## config.mk

```make
export PLATFORM = sky130hd
export DESIGN_NAME = utf16_to_utf8_transcoder_flat
export DESIGN_NICKNAME = d
export VERILOG_FILES = /design/src/hw/rtl/utt_pkg.sv /design/src/hw/rtl/utt_if.sv /design/src/hw/rtl/utf16_to_utf8_transcoder.sv /design/src/hw/rtl/utt_job_fifo.sv /design/src/hw/rtl/utt_front.sv /design/src/hw/rtl/utt_back.sv /design/src/flat_wrapper.sv
export SDC_FILE = /design/constraint.sdc
export NUM_CORES = 1
export LEC_CHECK = 0
export BUFFER_PORTS_ARGS = -buffer_cell sky130_fd_sc_hd__buf_2
export CAP_MARGIN = 30
export CORE_AREA = 4 4 203 205
export CTS_CLUSTER_DIAMETER = 100
export DETAILED_ROUTE_END_ITERATION = 8
export DIE_AREA = 0 0 207 209
export GPL_TIMING_DRIVEN = 0
export PLACE_DENSITY = 0.76
export SYNTH_ARGS = -nofsm -noshare
export SYNTH_HDL_FRONTEND = slang
export SYNTH_SLANG_ARGS = --single-unit
```

## constraint.sdc

```tcl
create_clock -name clock -period 22.2 [get_ports clock]
set_clock_uncertainty 0.2 [all_clocks]
set_input_delay 0 -clock clock [delete_from_list [all_inputs] [get_ports clock]]
set_output_delay 0 -clock clock [all_outputs]
set_load 0.01 [all_outputs]
```

## src/hw/rtl/utt_pkg.sv

```systemverilog
// ----------------------------------------------------------------------------
// utt_pkg
// shared types, constants and the utf-8 encoder for the transcoder
// ----------------------------------------------------------------------------
package utt_pkg;

   localparam logic [1:0] CSR_SURROGATE_MODE = 2'd0;
   localparam logic [1:0] CSR_BYTE_LIMIT     = 2'd1;
   localparam logic [1:0] CSR_CHAR_LIMIT     = 2'd2;

   localparam logic [15:0] REPL_CHAR = 16'hFFFD;
   localparam logic [5:0]  HIGH_SURR_TAG = 6'b110110;
   localparam logic [5:0]  LOW_SURR_TAG  = 6'b110111;

   localparam int JOB_MAX_BYTES   = 6;
   localparam int JOB_QUEUE_DEPTH = 2;

   typedef struct packed {
      logic [0:3][7:0] b;
      logic [2:0]      len;
   } utt_enc_type;

   typedef struct packed {
      logic [0:JOB_MAX_BYTES-1][7:0] bytes;
      logic [2:0]                    nbytes;
      logic                          done;
      logic [31:0]                   total;
      logic                          trunc;
   } utt_job_type;

   function automatic utt_enc_type utt_encode(input logic [20:0] cp);
      utt_enc_type e;
      e = '0;
      if (cp <= 21'h00007F) begin
         e.b[0] = cp[7:0];
         e.len  = 3'd1;
      end else if (cp <= 21'h0007FF) begin
         e.b[0] = {3'b110, cp[10:6]};
         e.b[1] = {2'b10, cp[5:0]};
         e.len  = 3'd2;
      end else if (cp <= 21'h00FFFF) begin
         e.b[0] = {4'b1110, cp[15:12]};
         e.b[1] = {2'b10, cp[11:6]};
         e.b[2] = {2'b10, cp[5:0]};
         e.len  = 3'd3;
      end else begin
         e.b[0] = {5'b11110, cp[20:18]};
         e.b[1] = {2'b10, cp[17:12]};
         e.b[2] = {2'b10, cp[11:6]};
         e.b[3] = {2'b10, cp[5:0]};
         e.len  = 3'd4;
      end
      return e;
   endfunction

endpackage

```

## src/hw/rtl/utt_if.sv

```systemverilog
// ----------------------------------------------------------------------------
// utt channel interfaces
// valid/ready channels for code units in and utf-8 words out
// ----------------------------------------------------------------------------
interface utt_req_if;
   logic        valid;
   logic        ready;
   logic [15:0] code_unit;
   logic        final_unit;

   modport source (output valid, output code_unit, output final_unit, input ready);
   modport sink   (input valid, input code_unit, input final_unit, output ready);
endinterface

interface utt_rsp_if;
   logic        valid;
   logic        ready;
   logic [7:0]  out_byte;
   logic        byte_valid;
   logic        last_of_run;
   logic        done_res;
   logic [31:0] total_bytes;
   logic        truncated;

   modport source (output valid, output out_byte, output byte_valid, output last_of_run,
                   output done_res, output total_bytes, output truncated, input ready);
   modport sink   (input valid, input out_byte, input byte_valid, input last_of_run,
                   input done_res, input total_bytes, input truncated, output ready);
endinterface

```

## src/hw/rtl/utf16_to_utf8_transcoder.sv

```systemverilog
// ----------------------------------------------------------------------------
// utf16_to_utf8_transcoder
// Converts a stream of utf-16 code units into utf-8 words, one byte per
// output word, with surrogate pairing and replacement of unpaired surrogates
// (surrogate mode clear), optional byte and code point limits and a closing
// status word per string. A unit is classified and encoded in the cycle it
// is accepted and placed in a two-entry job queue; the output stage then
// drains each job word by word. A unit that yields one word (plain ascii)
// sustains one unit per cycle while the output is ready; a unit that yields
// n words (up to seven: two code points plus the status word) holds the
// byte port for all n, and the queue absorbs this so input is still taken.
// ----------------------------------------------------------------------------
module utf16_to_utf8_transcoder #(
   parameter int COUNT_WIDTH = 32
) (
   input  logic        clock,
   input  logic        reset,
   input  logic        csr_we,
   input  logic [1:0]  csr_index,
   input  logic [31:0] csr_wdata,
   utt_req_if.sink     req_chan,
   utt_rsp_if.source   rsp_chan
);
   import utt_pkg::*;

   logic        push, queue_full, job_valid, pop;
   utt_job_type push_job, head_job;

   utt_front #(
      .COUNT_WIDTH(COUNT_WIDTH)
   ) u_front (
      .clock      (clock),
      .reset      (reset),
      .csr_we     (csr_we),
      .csr_index  (csr_index),
      .csr_wdata  (csr_wdata),
      .req_chan   (req_chan),
      .push       (push),
      .push_job   (push_job),
      .queue_full (queue_full)
   );

   utt_job_fifo u_fifo (
      .clock     (clock),
      .reset     (reset),
      .push      (push),
      .push_job  (push_job),
      .full      (queue_full),
      .pop       (pop),
      .job_valid (job_valid),
      .head_job  (head_job)
   );

   utt_back u_back (
      .clock     (clock),
      .reset     (reset),
      .job_valid (job_valid),
      .head_job  (head_job),
      .pop       (pop),
      .rsp_chan  (rsp_chan)
   );

endmodule

```

## src/hw/rtl/utt_job_fifo.sv

```systemverilog
// ----------------------------------------------------------------------------
// utt_job_fifo
// short queue of encoded jobs between the front and back parts
// ----------------------------------------------------------------------------
module utt_job_fifo (
   input  logic               clock,
   input  logic               reset,
   input  logic               push,
   input  utt_pkg::utt_job_type push_job,
   output logic               full,
   input  logic               pop,
   output logic               job_valid,
   output utt_pkg::utt_job_type head_job
);
   import utt_pkg::*;

   localparam int PTR_W = (JOB_QUEUE_DEPTH > 1) ? $clog2(JOB_QUEUE_DEPTH) : 1;
   localparam int CNT_W = $clog2(JOB_QUEUE_DEPTH + 1);

   utt_job_type      entry_ff [JOB_QUEUE_DEPTH];
   logic [PTR_W-1:0] wr_ptr_ff, wr_ptr_in;
   logic [PTR_W-1:0] rd_ptr_ff, rd_ptr_in;
   logic [CNT_W-1:0] count_ff, count_in;
   logic             do_push, do_pop;

   assign full      = (count_ff == CNT_W'(JOB_QUEUE_DEPTH));
   assign job_valid = (count_ff != '0);
   assign head_job  = entry_ff[rd_ptr_ff];
   assign do_push   = push && !full;
   assign do_pop    = pop && job_valid;

   always_comb begin
      wr_ptr_in = wr_ptr_ff;
      rd_ptr_in = rd_ptr_ff;
      count_in  = count_ff;
      if (do_push) begin
         wr_ptr_in = (wr_ptr_ff == PTR_W'(JOB_QUEUE_DEPTH - 1)) ? '0 : wr_ptr_ff + 1'b1;
      end
      if (do_pop) begin
         rd_ptr_in = (rd_ptr_ff == PTR_W'(JOB_QUEUE_DEPTH - 1)) ? '0 : rd_ptr_ff + 1'b1;
      end
      if (do_push && !do_pop) begin
         count_in = count_ff + 1'b1;
      end else if (do_pop && !do_push) begin
         count_in = count_ff - 1'b1;
      end
   end

   always_ff @(posedge clock) begin
      if (reset) begin
         wr_ptr_ff <= '0;
         rd_ptr_ff <= '0;
         count_ff  <= '0;
      end else begin
         wr_ptr_ff <= wr_ptr_in;
         rd_ptr_ff <= rd_ptr_in;
         count_ff  <= count_in;
      end
   end

   always_ff @(posedge clock) begin
      if (do_push) begin
         entry_ff[wr_ptr_ff] <= push_job;
      end
   end

endmodule

```

## src/hw/rtl/utt_front.sv

```systemverilog
// ----------------------------------------------------------------------------
// utt_front
// takes code units, pairs surrogates, applies limits and builds byte jobs
// ----------------------------------------------------------------------------
module utt_front #(
   parameter int COUNT_WIDTH = 32
) (
   input  logic               clock,
   input  logic               reset,
   input  logic               csr_we,
   input  logic [1:0]         csr_index,
   input  logic [31:0]        csr_wdata,
   utt_req_if.sink            req_chan,
   output logic               push,
   output utt_pkg::utt_job_type push_job,
   input  logic               queue_full
);
   import utt_pkg::*;

   localparam int W  = (COUNT_WIDTH > 32) ? COUNT_WIDTH : 32;
   localparam int SW = W + 1;
   localparam logic [SW-1:0] CNT_MAX = {{(SW-COUNT_WIDTH){1'b0}}, {COUNT_WIDTH{1'b1}}};

   logic                   mode_ff;
   logic [31:0]            blim_ff;
   logic [31:0]            clim_ff;
   logic                   pend_ff, pend_in;
   logic [9:0]             hbits_ff, hbits_in;
   logic [COUNT_WIDTH-1:0] bytes_ff, bytes_in;
   logic [COUNT_WIDTH-1:0] chars_ff, chars_in;
   logic                   halt_ff, halt_in;

   logic [15:0]   u;
   logic          fin, is_high, is_low, ph, accept;
   logic [20:0]   cp1;
   logic [15:0]   cp2_val;
   logic          cp2_use, hold_high, alone_reach;
   utt_enc_type   enc1, enc2;
   logic [SW-1:0] b_ext, c_ext, blim_ext, clim_ext;
   logic [SW-1:0] len1_ext, len2_ext;
   logic [SW-1:0] sum1, sum2, sum12, sum_sat2, b_l2, c_inc, c_after1;
   logic          blim_on, clim_on;
   logic          fail1, emit1, try2, fail2, emit2;
   logic [2:0]    base2, len_tot;
   logic [1:0]    c_add;
   logic [SW-1:0] bsum, csum, bytes_sat;

   assign u        = req_chan.code_unit;
   assign fin      = req_chan.final_unit;
   assign is_high  = (u[15:10] == HIGH_SURR_TAG);
   assign is_low   = (u[15:10] == LOW_SURR_TAG);
   assign ph       = pend_ff && !halt_ff;
   assign accept   = req_chan.valid && !queue_full;
   assign req_chan.ready = !queue_full;

   // code point completed by a held high surrogate
   assign cp1 = (ph && is_low) ? (21'h010000 + {1'b0, hbits_ff, u[9:0]})
                               : {5'd0, REPL_CHAR};
   assign alone_reach = !halt_ff && !(ph && is_low);

   always_comb begin
      cp2_use   = 1'b1;
      cp2_val   = u;
      hold_high = 1'b0;
      if (mode_ff) begin
         cp2_val = u;
      end else if (is_low) begin
         cp2_val = REPL_CHAR;
      end else if (is_high) begin
         cp2_val = REPL_CHAR;
         if (!fin) begin
            cp2_use   = 1'b0;
            hold_high = 1'b1;
         end
      end
   end

   assign enc1 = utt_encode(cp1);
   assign enc2 = utt_encode({5'd0, cp2_val});

   assign b_ext    = {{(SW-COUNT_WIDTH){1'b0}}, bytes_ff};
   assign c_ext    = {{(SW-COUNT_WIDTH){1'b0}}, chars_ff};
   assign blim_ext = {{(SW-32){1'b0}}, blim_ff};
   assign clim_ext = {{(SW-32){1'b0}}, clim_ff};
   assign len1_ext = {{(SW-3){1'b0}}, enc1.len};
   assign len2_ext = {{(SW-3){1'b0}}, enc2.len};
   assign blim_on  = (blim_ff != '0);
   assign clim_on  = (clim_ff != '0);

   // limit checks for both code points in parallel
   assign sum1     = b_ext + len1_ext;
   assign sum2     = b_ext + len2_ext;
   assign sum12    = b_ext + len1_ext + len2_ext;
   assign sum_sat2 = CNT_MAX + len2_ext;
   assign c_inc    = c_ext + 1'b1;

   assign fail1 = ph && ((clim_on && (c_ext >= clim_ext)) || (blim_on && (sum1 > blim_ext)));
   assign emit1 = ph && !fail1;

   assign b_l2     = !emit1 ? sum2 : ((sum1 > CNT_MAX) ? sum_sat2 : sum12);
   assign c_after1 = !emit1 ? c_ext : ((c_inc > CNT_MAX) ? CNT_MAX : c_inc);

   assign try2  = alone_reach && cp2_use && !fail1;
   assign fail2 = (clim_on && (c_after1 >= clim_ext)) || (blim_on && (b_l2 > blim_ext));
   assign emit2 = try2 && !fail2;

   assign base2   = emit1 ? enc1.len : 3'd0;
   assign len_tot = base2 + (emit2 ? enc2.len : 3'd0);
   assign c_add   = {1'b0, emit1} + {1'b0, emit2};
   assign bsum    = b_ext + {{(SW-3){1'b0}}, len_tot};
   assign csum    = c_ext + {{(SW-2){1'b0}}, c_add};

   assign bytes_sat = (bsum > CNT_MAX) ? CNT_MAX : bsum;
   assign halt_in  = halt_ff || fail1 || (try2 && fail2);
   assign bytes_in = bytes_sat[COUNT_WIDTH-1:0];
   assign chars_in = (csum > CNT_MAX) ? CNT_MAX[COUNT_WIDTH-1:0] : csum[COUNT_WIDTH-1:0];
   assign pend_in  = alone_reach && !fail1 && hold_high;
   assign hbits_in = hold_high ? u[9:0] : hbits_ff;

   // pack first and second code point bytes back to back
   always_comb begin
      push_job = '0;
      for (int i = 0; i < JOB_MAX_BYTES; i++) begin
         for (int j = 0; j < 4; j++) begin
            if (emit2 && (j < int'(enc2.len)) && (i == int'(base2) + j)) begin
               push_job.bytes[i] = enc2.b[j];
            end
         end
         if (emit1 && (i < 4) && (i < int'(enc1.len))) begin
            push_job.bytes[i] = enc1.b[i];
         end
      end
      push_job.nbytes = len_tot;
      push_job.done   = fin;
      push_job.total  = bytes_sat[31:0];
      push_job.trunc  = halt_in;
   end

   assign push = accept && ((len_tot != '0) || fin);

   always_ff @(posedge clock) begin
      if (reset) begin
         mode_ff <= 1'b0;
         blim_ff <= '0;
         clim_ff <= '0;
      end else if (csr_we) begin
         unique case (csr_index)
            CSR_SURROGATE_MODE: mode_ff <= csr_wdata[0];
            CSR_BYTE_LIMIT:     blim_ff <= csr_wdata;
            CSR_CHAR_LIMIT:     clim_ff <= csr_wdata;
            default: begin
            end
         endcase
      end
   end

   always_ff @(posedge clock) begin
      if (reset) begin
         pend_ff  <= 1'b0;
         hbits_ff <= '0;
         bytes_ff <= '0;
         chars_ff <= '0;
         halt_ff  <= 1'b0;
      end else if (accept) begin
         if (fin) begin
            pend_ff  <= 1'b0;
            hbits_ff <= '0;
            bytes_ff <= '0;
            chars_ff <= '0;
            halt_ff  <= 1'b0;
         end else begin
            pend_ff  <= pend_in;
            hbits_ff <= hbits_in;
            bytes_ff <= bytes_in;
            chars_ff <= chars_in;
            halt_ff  <= halt_in;
         end
      end
   end

endmodule

```

## src/hw/rtl/utt_back.sv

```systemverilog
// ----------------------------------------------------------------------------
// utt_back
// walks each queued job and drives one output word per cycle while the output is ready
// ----------------------------------------------------------------------------
module utt_back (
   input  logic               clock,
   input  logic               reset,
   input  logic               job_valid,
   input  utt_pkg::utt_job_type head_job,
   output logic               pop,
   utt_rsp_if.source          rsp_chan
);
   import utt_pkg::*;

   logic [2:0]  pos_ff, pos_in;
   logic        rsp_valid_ff, rsp_valid_in;
   logic [7:0]  out_byte_ff;
   logic        byte_valid_ff, last_ff, done_ff, trunc_ff;
   logic [31:0] total_ff;

   logic [2:0] n_items;
   logic       is_byte, is_last, load;
   logic [7:0] sel_byte;

   assign n_items = head_job.nbytes + {2'b00, head_job.done};
   assign is_byte = (pos_ff < head_job.nbytes);
   assign is_last = (pos_ff == n_items - 3'd1);
   assign load    = job_valid && (!rsp_valid_ff || rsp_chan.ready);
   assign pop     = load && is_last;

   always_comb begin
      sel_byte = '0;
      for (int i = 0; i < JOB_MAX_BYTES; i++) begin
         if (pos_ff == 3'(i)) begin
            sel_byte = head_job.bytes[i];
         end
      end
   end

   always_comb begin
      pos_in       = pos_ff;
      rsp_valid_in = rsp_valid_ff;
      if (load) begin
         pos_in       = is_last ? 3'd0 : pos_ff + 3'd1;
         rsp_valid_in = 1'b1;
      end else if (rsp_chan.ready) begin
         rsp_valid_in = 1'b0;
      end
   end

   always_ff @(posedge clock) begin
      if (reset) begin
         pos_ff       <= '0;
         rsp_valid_ff <= 1'b0;
      end else begin
         pos_ff       <= pos_in;
         rsp_valid_ff <= rsp_valid_in;
      end
   end

   always_ff @(posedge clock) begin
      if (load) begin
         out_byte_ff   <= is_byte ? sel_byte : 8'd0;
         byte_valid_ff <= is_byte;
         last_ff       <= is_last;
         done_ff       <= !is_byte;
         total_ff      <= is_byte ? 32'd0 : head_job.total;
         trunc_ff      <= is_byte ? 1'b0 : head_job.trunc;
      end
   end

   assign rsp_chan.valid       = rsp_valid_ff;
   assign rsp_chan.out_byte    = out_byte_ff;
   assign rsp_chan.byte_valid  = byte_valid_ff;
   assign rsp_chan.last_of_run = last_ff;
   assign rsp_chan.done_res    = done_ff;
   assign rsp_chan.total_bytes = total_ff;
   assign rsp_chan.truncated   = trunc_ff;

endmodule

```

## src/flat_wrapper.sv

```systemverilog
// flat-port wrapper written by rule: the top's interface ports become plain ports
module utf16_to_utf8_transcoder_flat import utt_pkg::*;
#(
   parameter int COUNT_WIDTH = 32
)
  (clock, reset, csr_we, csr_index, csr_wdata, req_chan_valid, req_chan_code_unit, req_chan_final_unit, req_chan_ready, rsp_chan_valid, rsp_chan_out_byte, rsp_chan_byte_valid, rsp_chan_last_of_run, rsp_chan_done_res, rsp_chan_total_bytes, rsp_chan_truncated, rsp_chan_ready);
  utt_req_if req_chan_i ();
  utt_rsp_if rsp_chan_i ();
  input  logic clock;
  input  logic reset;
  input  logic csr_we;
  input  logic [1:0] csr_index;
  input  logic [31:0] csr_wdata;
  input wire logic [$bits(req_chan_i.valid)-1:0] req_chan_valid;
  input wire logic [$bits(req_chan_i.code_unit)-1:0] req_chan_code_unit;
  input wire logic [$bits(req_chan_i.final_unit)-1:0] req_chan_final_unit;
  output wire logic [$bits(req_chan_i.ready)-1:0] req_chan_ready;
  output wire logic [$bits(rsp_chan_i.valid)-1:0] rsp_chan_valid;
  output wire logic [$bits(rsp_chan_i.out_byte)-1:0] rsp_chan_out_byte;
  output wire logic [$bits(rsp_chan_i.byte_valid)-1:0] rsp_chan_byte_valid;
  output wire logic [$bits(rsp_chan_i.last_of_run)-1:0] rsp_chan_last_of_run;
  output wire logic [$bits(rsp_chan_i.done_res)-1:0] rsp_chan_done_res;
  output wire logic [$bits(rsp_chan_i.total_bytes)-1:0] rsp_chan_total_bytes;
  output wire logic [$bits(rsp_chan_i.truncated)-1:0] rsp_chan_truncated;
  input wire logic [$bits(rsp_chan_i.ready)-1:0] rsp_chan_ready;
  assign req_chan_i.valid = req_chan_valid;
  assign req_chan_i.code_unit = req_chan_code_unit;
  assign req_chan_i.final_unit = req_chan_final_unit;
  assign req_chan_ready = req_chan_i.ready;
  assign rsp_chan_valid = rsp_chan_i.valid;
  assign rsp_chan_out_byte = rsp_chan_i.out_byte;
  assign rsp_chan_byte_valid = rsp_chan_i.byte_valid;
  assign rsp_chan_last_of_run = rsp_chan_i.last_of_run;
  assign rsp_chan_done_res = rsp_chan_i.done_res;
  assign rsp_chan_total_bytes = rsp_chan_i.total_bytes;
  assign rsp_chan_truncated = rsp_chan_i.truncated;
  assign rsp_chan_i.ready = rsp_chan_ready;
  utf16_to_utf8_transcoder #(.COUNT_WIDTH(COUNT_WIDTH)) u_core (.clock(clock), .reset(reset), .csr_we(csr_we), .csr_index(csr_index), .csr_wdata(csr_wdata), .req_chan(req_chan_i), .rsp_chan(rsp_chan_i));
endmodule
```

==> impl_metrics.tcl, run 1 <==
set metrics [dict create \
    power_density_nw_per_um2 82.5 \
    dp_hpwl_um 58100 \
    synth_top_area_share_pct 27.8 \
    finalSetupViolCount 0 \
    synth_top_area_cell "edfxtp_1" \
    layout_common_cells "nand2_1 (325), nor2_1 (262), edfxtp_1 (214)" \
    p_sw_share_pct 33.5 \
    ys_async_sr_fraction_pct 0 \
    path_clk_slew_ns 0.06 \
    timing.rr.end "u_core.u_front.bytes_ff[26]" \
    seqPwrFrac_pct 42.1 \
    chipHeight_um 209 \
    ant_nets 0 \
    worst_hold_startpoint "csr_wdata[12]" \
    slew_viol_final 0 \
    io_pins 102 \
    rows 73 \
    wl_per_cell_um 23.5 \
    ctsHtreeMaxLevel 2 \
    relSlewSlack_pct 30.4 \
    vdd_drop_max_v 0.0000603 \
    dpl_cell_area_um2 24300 \
    synth_warnings 0 \
    p_int_w 0.00145 \
    whs_ns 0.0631 \
    synth_edf_count 214 \
    synthCells 2595 \
    place_congestion 1.02 \
    ys_seq_area_share_pct 40.9 \
    worstPathRequired_ns 22.42 \
    clockPowerShare_pct 28.7 \
    outcome "complete, no violations" \
    core_um2 39500 \
    synthTopCellsByArea "edfxtp_1 (28%), dfxtp_1 (13%), ha_1 (8.3%), nand2_1 (5.3%), a21oi_1 (4.6%)" \
    grtUsageTotal_pct 34.9 \
    slowest_delay_ns 0.73 \
    area_growth_pct 14.3 \
    criticalPathCategory "input port to flip-flop" \
    power_switching_w 0.000728 \
    overflow 0 \
    postSynthAreaPerCell_um2 8.89 \
    antenna_found_initial 1 \
    r2r_slack_ns 4.43 \
    die_w_um 207 \
    grt_pass1_vias 20735 \
    combPwrFrac_pct 29.2 \
    grt_max_degree 49 \
    p_leak_nw 9.77 \
    final.period_utilization_pct 80.5 \
    cts_tree "done" \
    die_area_um2 43300 \
    insertion_delay_ns 0.58 \
    wirelength_um 79500 \
    rsz0062_at_grt "false" \
    dr.first_iter.drc_count 2586 \
    reg2reg_from "u_core.u_front.pend_ff" \
    layout-drive-gt1-share_pct 8.52 \
    nets 3039 \
    crit_path_top_delay_cell "a211oi_2" \
    synthFlopType "edfxtp_1" \
    r2r_cells 59 \
    mostFrequentLayoutCell "nand2_1" \
    dp_cells 3224 \
    cts_root_buf "clkbuf_16" \
    num_antenna_cells 0 \
    worstMarginPinSlew_ns 1.04 \
    vias 21679 \
    fin_cells 3377 \
    final_area_um2 26400 \
    cts.repair.resized 0 \
    p_total_w 0.00218 \
    first_pass_iters 9 \
    critPathMaxFanout 10 \
    drv_cap 0 \
    ys_types 97 \
    fillCellCount 3144 \
    fin_crit_ns 17.87 \
    endpoint_kind "flip-flop" \
    cts_inserted_buffers 38 \
    via_per_inst 6.42 \
    fin_tns_setup_ns 0 \
    startpoint_type "input port" \
    port_buffers 93 \
    cts_sinks 364 \
    hold_path_class "input port to flip-flop" \
    start_util_pct 58.5 \
    cts_buffer_depth 3 \
    remaining_drc_errors 0 \
    critPathArrivalTime_ns 18.09 \
    grt_first_pass_wirelength_um 120000 \
    min_to "u_core.u_front.blim_ff[12]" \
    path_common_cell "nand2_1" \
    max_clock_freq_mhz 56.0 \
    synth-seq-cells 364 \
    synth_area_um2 23100 \
    finalHoldViolations 0 \
    hold_path_depth 4 \
]
[flip-flops by register name, summed over array words and instances, names as in the netlist, named ones only]
name,flops
u_core.u_fifo.entry_ff,170
u_core.u_back.rsp_chan.total_bytes,32
u_core.u_front.blim_ff,32
u_core.u_front.bytes_ff,32
u_core.u_front.chars_ff,32
u_core.u_front.clim_ff,32
u_core.u_front.hbits_ff,10
u_core.u_back.rsp_chan.out_byte,8
u_core.u_back.pos_ff,3
u_core.u_fifo.count_ff,2
u_core.u_back.rsp_chan.byte_valid,1
u_core.u_back.rsp_chan.done_res,1
u_core.u_back.rsp_chan.last_of_run,1
u_core.u_back.rsp_chan.truncated,1
u_core.u_back.rsp_chan.valid,1
u_core.u_fifo.rd_ptr_ff,1
u_core.u_fifo.wr_ptr_ff,1
u_core.u_front.halt_ff,1
u_core.u_front.mode_ff,1
u_core.u_front.pend_ff,1
[logic make-up after synthesis]
family,Yosys count,share of synthesized area [%]
XOR/XNOR,107,4.06
adder cells (fa/ha/maj),159,8.78
other,1,0.0162
flip-flops,364,40.9
buffers and inverters,265,4.49
AND/OR/NAND/NOR,1004,20.9
AO/OA/AOI/OAI,608,17.0
multiplexers,87,3.90
[Yosys cell counts (22+ instances only)]
| cell | n |
|---|---|
| nor2_1 | 262 |
| inv_1 | 100 |
| nor4_1 | 35 |
| and3_1 | 30 |
| clkbuf_1 | 127 |
| ha_1 | 154 |
| a31oi_1 | 35 |
| a211oi_1 | 26 |
| mux2_2 | 23 |
| mux2i_1 | 64 |
| nor3_1 | 76 |
| nand4_1 | 59 |
| nand3_1 | 84 |
| a21oi_1 | 213 |
| xor2_1 | 49 |
| dfxtp_1 | 150 |
| xnor2_1 | 58 |
| and2_1 | 22 |
| o21ai_0 | 115 |
| o22ai_1 | 27 |
| nand2_1 | 325 |
| a21o_1 | 23 |
| edfxtp_1 | 214 |
| a22oi_1 | 49 |
[worst max path at each step]
| stage | startpoint | end | slack (ns) |
|---|---|---|---|
| floorplan | u_core.u_front.pend_ff | u_core.u_fifo.entry_ff[0][0] | 6.79 |
| global placement | req_chan_code_unit[11] | u_core.u_fifo.entry_ff[0][23] | 1.34 |
| detailed placement | req_chan_code_unit[11] | u_core.u_front.bytes_ff[26] | 4.85 |
| CTS | u_core.u_front.pend_ff | u_core.u_front.bytes_ff[26] | 4.81 |
| global route | u_core.u_front.pend_ff | u_core.u_front.bytes_ff[26] | 3.57 |
| finish | req_chan_code_unit[11] | u_core.u_front.bytes_ff[26] | 4.33 |
[power groups by stage]
stage                     registers [W]  clock network [W]  logic [W]
after floorplan                0.000948                  0   0.000372
after global placement         0.000938                  0   0.000567
after detailed placement       0.000928                  0   0.000600
after CTS                      0.000917           0.000629   0.000627
after global routing           0.000924           0.000656   0.000683
final                          0.000915           0.000625   0.000635
[through the flow]
stage	util, %	setup slack, ns
after floorplan	-	6.79
after global placement	61.4	1.34
after detailed placement	61.7	4.85
after CTS	66.8	4.81
after global routing	66.8	3.57
final	66.8	4.33
[critical path, delay by kind of cell]
family | cells | cell delay, ns
simple gates | 23 | 5.89
compound gates | 18 | 5.21
buf+inv | 10 | 3.59
fa+ha+maj | 8 | 2.37
xor+xnor | 3 | 0.95
[area by class of cell]
type / instances / area (µm²) / share of cell area (%)
multi-input cells: 1973 / 12700 / 48.0
flip-flops and latches: 364 / 9430 / 35.8
repair buffers: 182 / 1400 / 5.32
clock buffers: 52 / 1060 / 4.04
well taps: 525 / 657 / 2.49
plain buffers: 163 / 654 / 2.48
inverters: 102 / 383 / 1.45
clock inverters: 16 / 130 / 0.493
[routing by layer]
| metal | GRT usage [%] | wire length [µm] | up-vias |
|---|---|---|---|
| met4 | 15.1 | 3940 | 2 |
| met3 | 5.92 | 7150 | 278 |
| met2 | 57.2 | 36600 | 1258 |
| li1 | - | - | 9917 |
| met1 | 46.1 | 31800 | 10224 |
| met5 | 0 | 13 | - |
[what timing repair did]
item                                    in CTS  in global routing
hold endpoints to repair                   150                  0
buffers inserted                             0                  0
endpoints found under the setup margin       0                  0
hold buffers                                83                  0
Note: power is estimated with default switching activity, not from simulation.
==> run 2, diff against run 1 <==
==> constraint.sdc (replaced) <==
create_clock -name clock -period 18.1 [get_ports clock]
set_clock_uncertainty 0.2 [all_clocks]
set_input_delay 0 -clock clock [delete_from_list [all_inputs] [get_ports clock]]
set_output_delay 0 -clock clock [all_outputs]
set_load 0.01 [all_outputs]
==> run 2 against run 1 <==
  * Critical path depth unchanged
  * Core utilization is essentially flat
  * Via count about the same
  * Setup slack worse by 3.5 ns
  * Cell count unchanged
  * Critical endpoint unchanged
  * Largest cell class unchanged
  * Largest power group unchanged
==> impl_metrics.tcl, run 2 (synthesized netlist as in run 1, its figures left out) <==
set metrics [dict create \
    rsz0062_at_grt "false" \
    cts_setup_buffers 0 \
    largest_reg_flops 170 \
    ctsHtreeMaxLevel 2 \
    dpl_cell_area_um2 24300 \
    first_pass_iters 8 \
    seqPwrFrac_pct 42.1 \
    vdd_drop_max_v 0.0000740 \
    port_buffers 93 \
    via_per_inst 6.42 \
    critPathMaxFanout 10 \
    rows 73 \
    nets 3039 \
    cp_num_buf_inv 10 \
    wl_per_cell_um 23.5 \
    finalSetupViolCount 0 \
    grt_first_pass_wirelength_um 120000 \
    power_switching_w 0.000892 \
    outcome "complete, no violations" \
    cts_buffer_depth 3 \
    remaining_drc_errors 0 \
    worstMarginPinSlew_ns 1.06 \
    timing.rr.end "u_core.u_front.bytes_ff[26]" \
    hold_path_depth 4 \
    io_pins 102 \
    layout-drive-gt1-share_pct 8.59 \
    p_leak_nw 9.77 \
    grt_max_degree 49 \
    drv_cap 0 \
    die_area_um2 43300 \
    dp_hpwl_um 58100 \
    slowest_delay_ns 0.59 \
    dp_cells 3224 \
    worstPathRequired_ns 18.32 \
    max_clock_freq_mhz 57.9 \
    fin_cells 3377 \
    fillCellCount 3144 \
    crit_path_top_delay_cell "clkbuf_1" \
    hold_path_class "input port to flip-flop" \
    final_core_util_pct 66.9 \
    fin_crit_ns 17.27 \
    chipHeight_um 209 \
    relSlewSlack_pct 28.8 \
    core_um2 39500 \
    largest-register "u_core.u_fifo.entry_ff" \
    cts_tree "done" \
    cts_sinks 364 \
    reg2reg_from "u_core.u_front.pend_ff" \
    combPwrFrac_pct 29.1 \
    finalHoldViolations 0 \
    num_antenna_cells 0 \
    mostFrequentLayoutCell "nand2_1" \
    ant_nets 0 \
    cts_root_buf "clkbuf_16" \
    p_int_w 0.00178 \
    grt_pass1_vias 20735 \
    layout_common_cells "nand2_1 (325), nor2_1 (262), edfxtp_1 (214)" \
    path_common_cell "ha_1" \
    start_util_pct 58.5 \
    r2r_slack_ns 0.85 \
    cts_inserted_buffers 38 \
    startpoint_type "input port" \
    slew_viol_final 0 \
    antenna_found_initial 1 \
    area_growth_pct 14.3 \
    final_area_um2 26400 \
    overflow 0 \
    min_to "u_core.u_front.blim_ff[12]" \
    dr.first_iter.drc_count 2585 \
    p_sw_share_pct 33.4 \
    worst-path-stages 62 \
    crit_family "simple AND/OR/NAND/NOR gates" \
    die_w_um 207 \
    worst_hold_startpoint "csr_wdata[12]" \
    power_density_nw_per_um2 101 \
    vias 21675 \
    clockPowerShare_pct 28.8 \
    place_congestion 1.02 \
    grtUsageTotal_pct 34.9 \
    path_clk_slew_ns 0.06 \
    critPathArrivalTime_ns 17.49 \
    final.period_utilization_pct 95.4 \
    r2r_cells 59 \
    endpoint_kind "flip-flop" \
    insertion_delay_ns 0.58 \
    criticalPathCategory "input port to flip-flop" \
    wirelength_um 79400 \
]
==> run 2: cell counts in the layout (fill, tap and decap cells not counted) <==
No cell type changed its count.
==> run 2: worst max-delay path by stage <==
stage	start	endpoint	slack, ns
after floorplan	u_core.u_front.pend_ff	u_core.u_fifo.entry_ff[0][0]	2.69
after global placement	req_chan_code_unit[11]	u_core.u_fifo.entry_ff[0][23]	-2.76
after detailed placement	req_chan_code_unit[11]	u_core.u_front.bytes_ff[26]	0.75
after CTS	u_core.u_front.pend_ff	u_core.u_front.bytes_ff[26]	0.71
after global routing	u_core.u_front.pend_ff	u_core.u_front.bytes_ff[26]	0.008
final	req_chan_code_unit[11]	u_core.u_front.bytes_ff[26]	0.83
==> run 2: stage by stage <==
stage | worst slack (ns) | setup TNS, ns | hold WS (ns) | total power, W
5_1_grt | 0.00752 | 0 | 0.0674 | 0.00278
6_report | 0.830 | 0 | 0.0609 | 0.00267
3_3_place_gp | -2.76 | -234.07 | 0.0613 | 0.00185
2_1_floorplan | 2.69 | 0 | -0.101 | 0.00162
4_1_cts | 0.714 | 0 | 0.0140 | 0.00266
3_5_place_dp | 0.751 | 0 | 0.0681 | 0.00187
==> run 2: layer usage <==
layer / share of wire, % / vias up / GRT usage, %
li1: - / 9919 / -
met1: 40 / 10272 / 46.1
met2: 46 / 1215 / 57.2
met3: 8.9 / 267 / 5.92
met4: 4.8 / 2 / 15.1
met5: 0.016 / - / 0
==> run 2: final cells by class <==
| class | count | area [µm²] | area share, % |
|---|---|---|---|
| Timing Repair Buffer | 182 | 1400 | 5.32 |
| Clock buffer | 52 | 1060 | 4.04 |
| Tap cell | 525 | 657 | 2.49 |
| Inverter | 102 | 383 | 1.45 |
| Multi-Input combinational cell | 1973 | 12700 | 48.0 |
| Clock inverter | 16 | 130 | 0.493 |
| Sequential cell | 364 | 9430 | 35.7 |
| Buffer | 163 | 657 | 2.49 |
==> run 2: power groups by stage <==
stage | Sequential [W] | Combinational [W] | Clock, W
after floorplan | 0.00116 | 0.000456 | 0
after global placement | 0.00115 | 0.000695 | 0
after detailed placement | 0.00114 | 0.000736 | 0
after CTS | 0.00112 | 0.000769 | 0.000772
after global routing | 0.00113 | 0.000837 | 0.000805
final | 0.00112 | 0.000778 | 0.000768
==> run 2: repair_timing <==
action	CTS	global route
setup endpoints to repair	0	96
hold buffers	83	0
hold endpoints to repair	150	0
resized for setup	0	5
==> run 2: worst register-to-register path, delay by kind of cell (launching register included) <==
family	cells	cell delay (ns)
fa+ha+maj	9	2.60
buf+inv	8	2.54
xor+xnor	3	0.97
compound gates	19	4.80
simple gates	20	5.56
flops	1	0.42
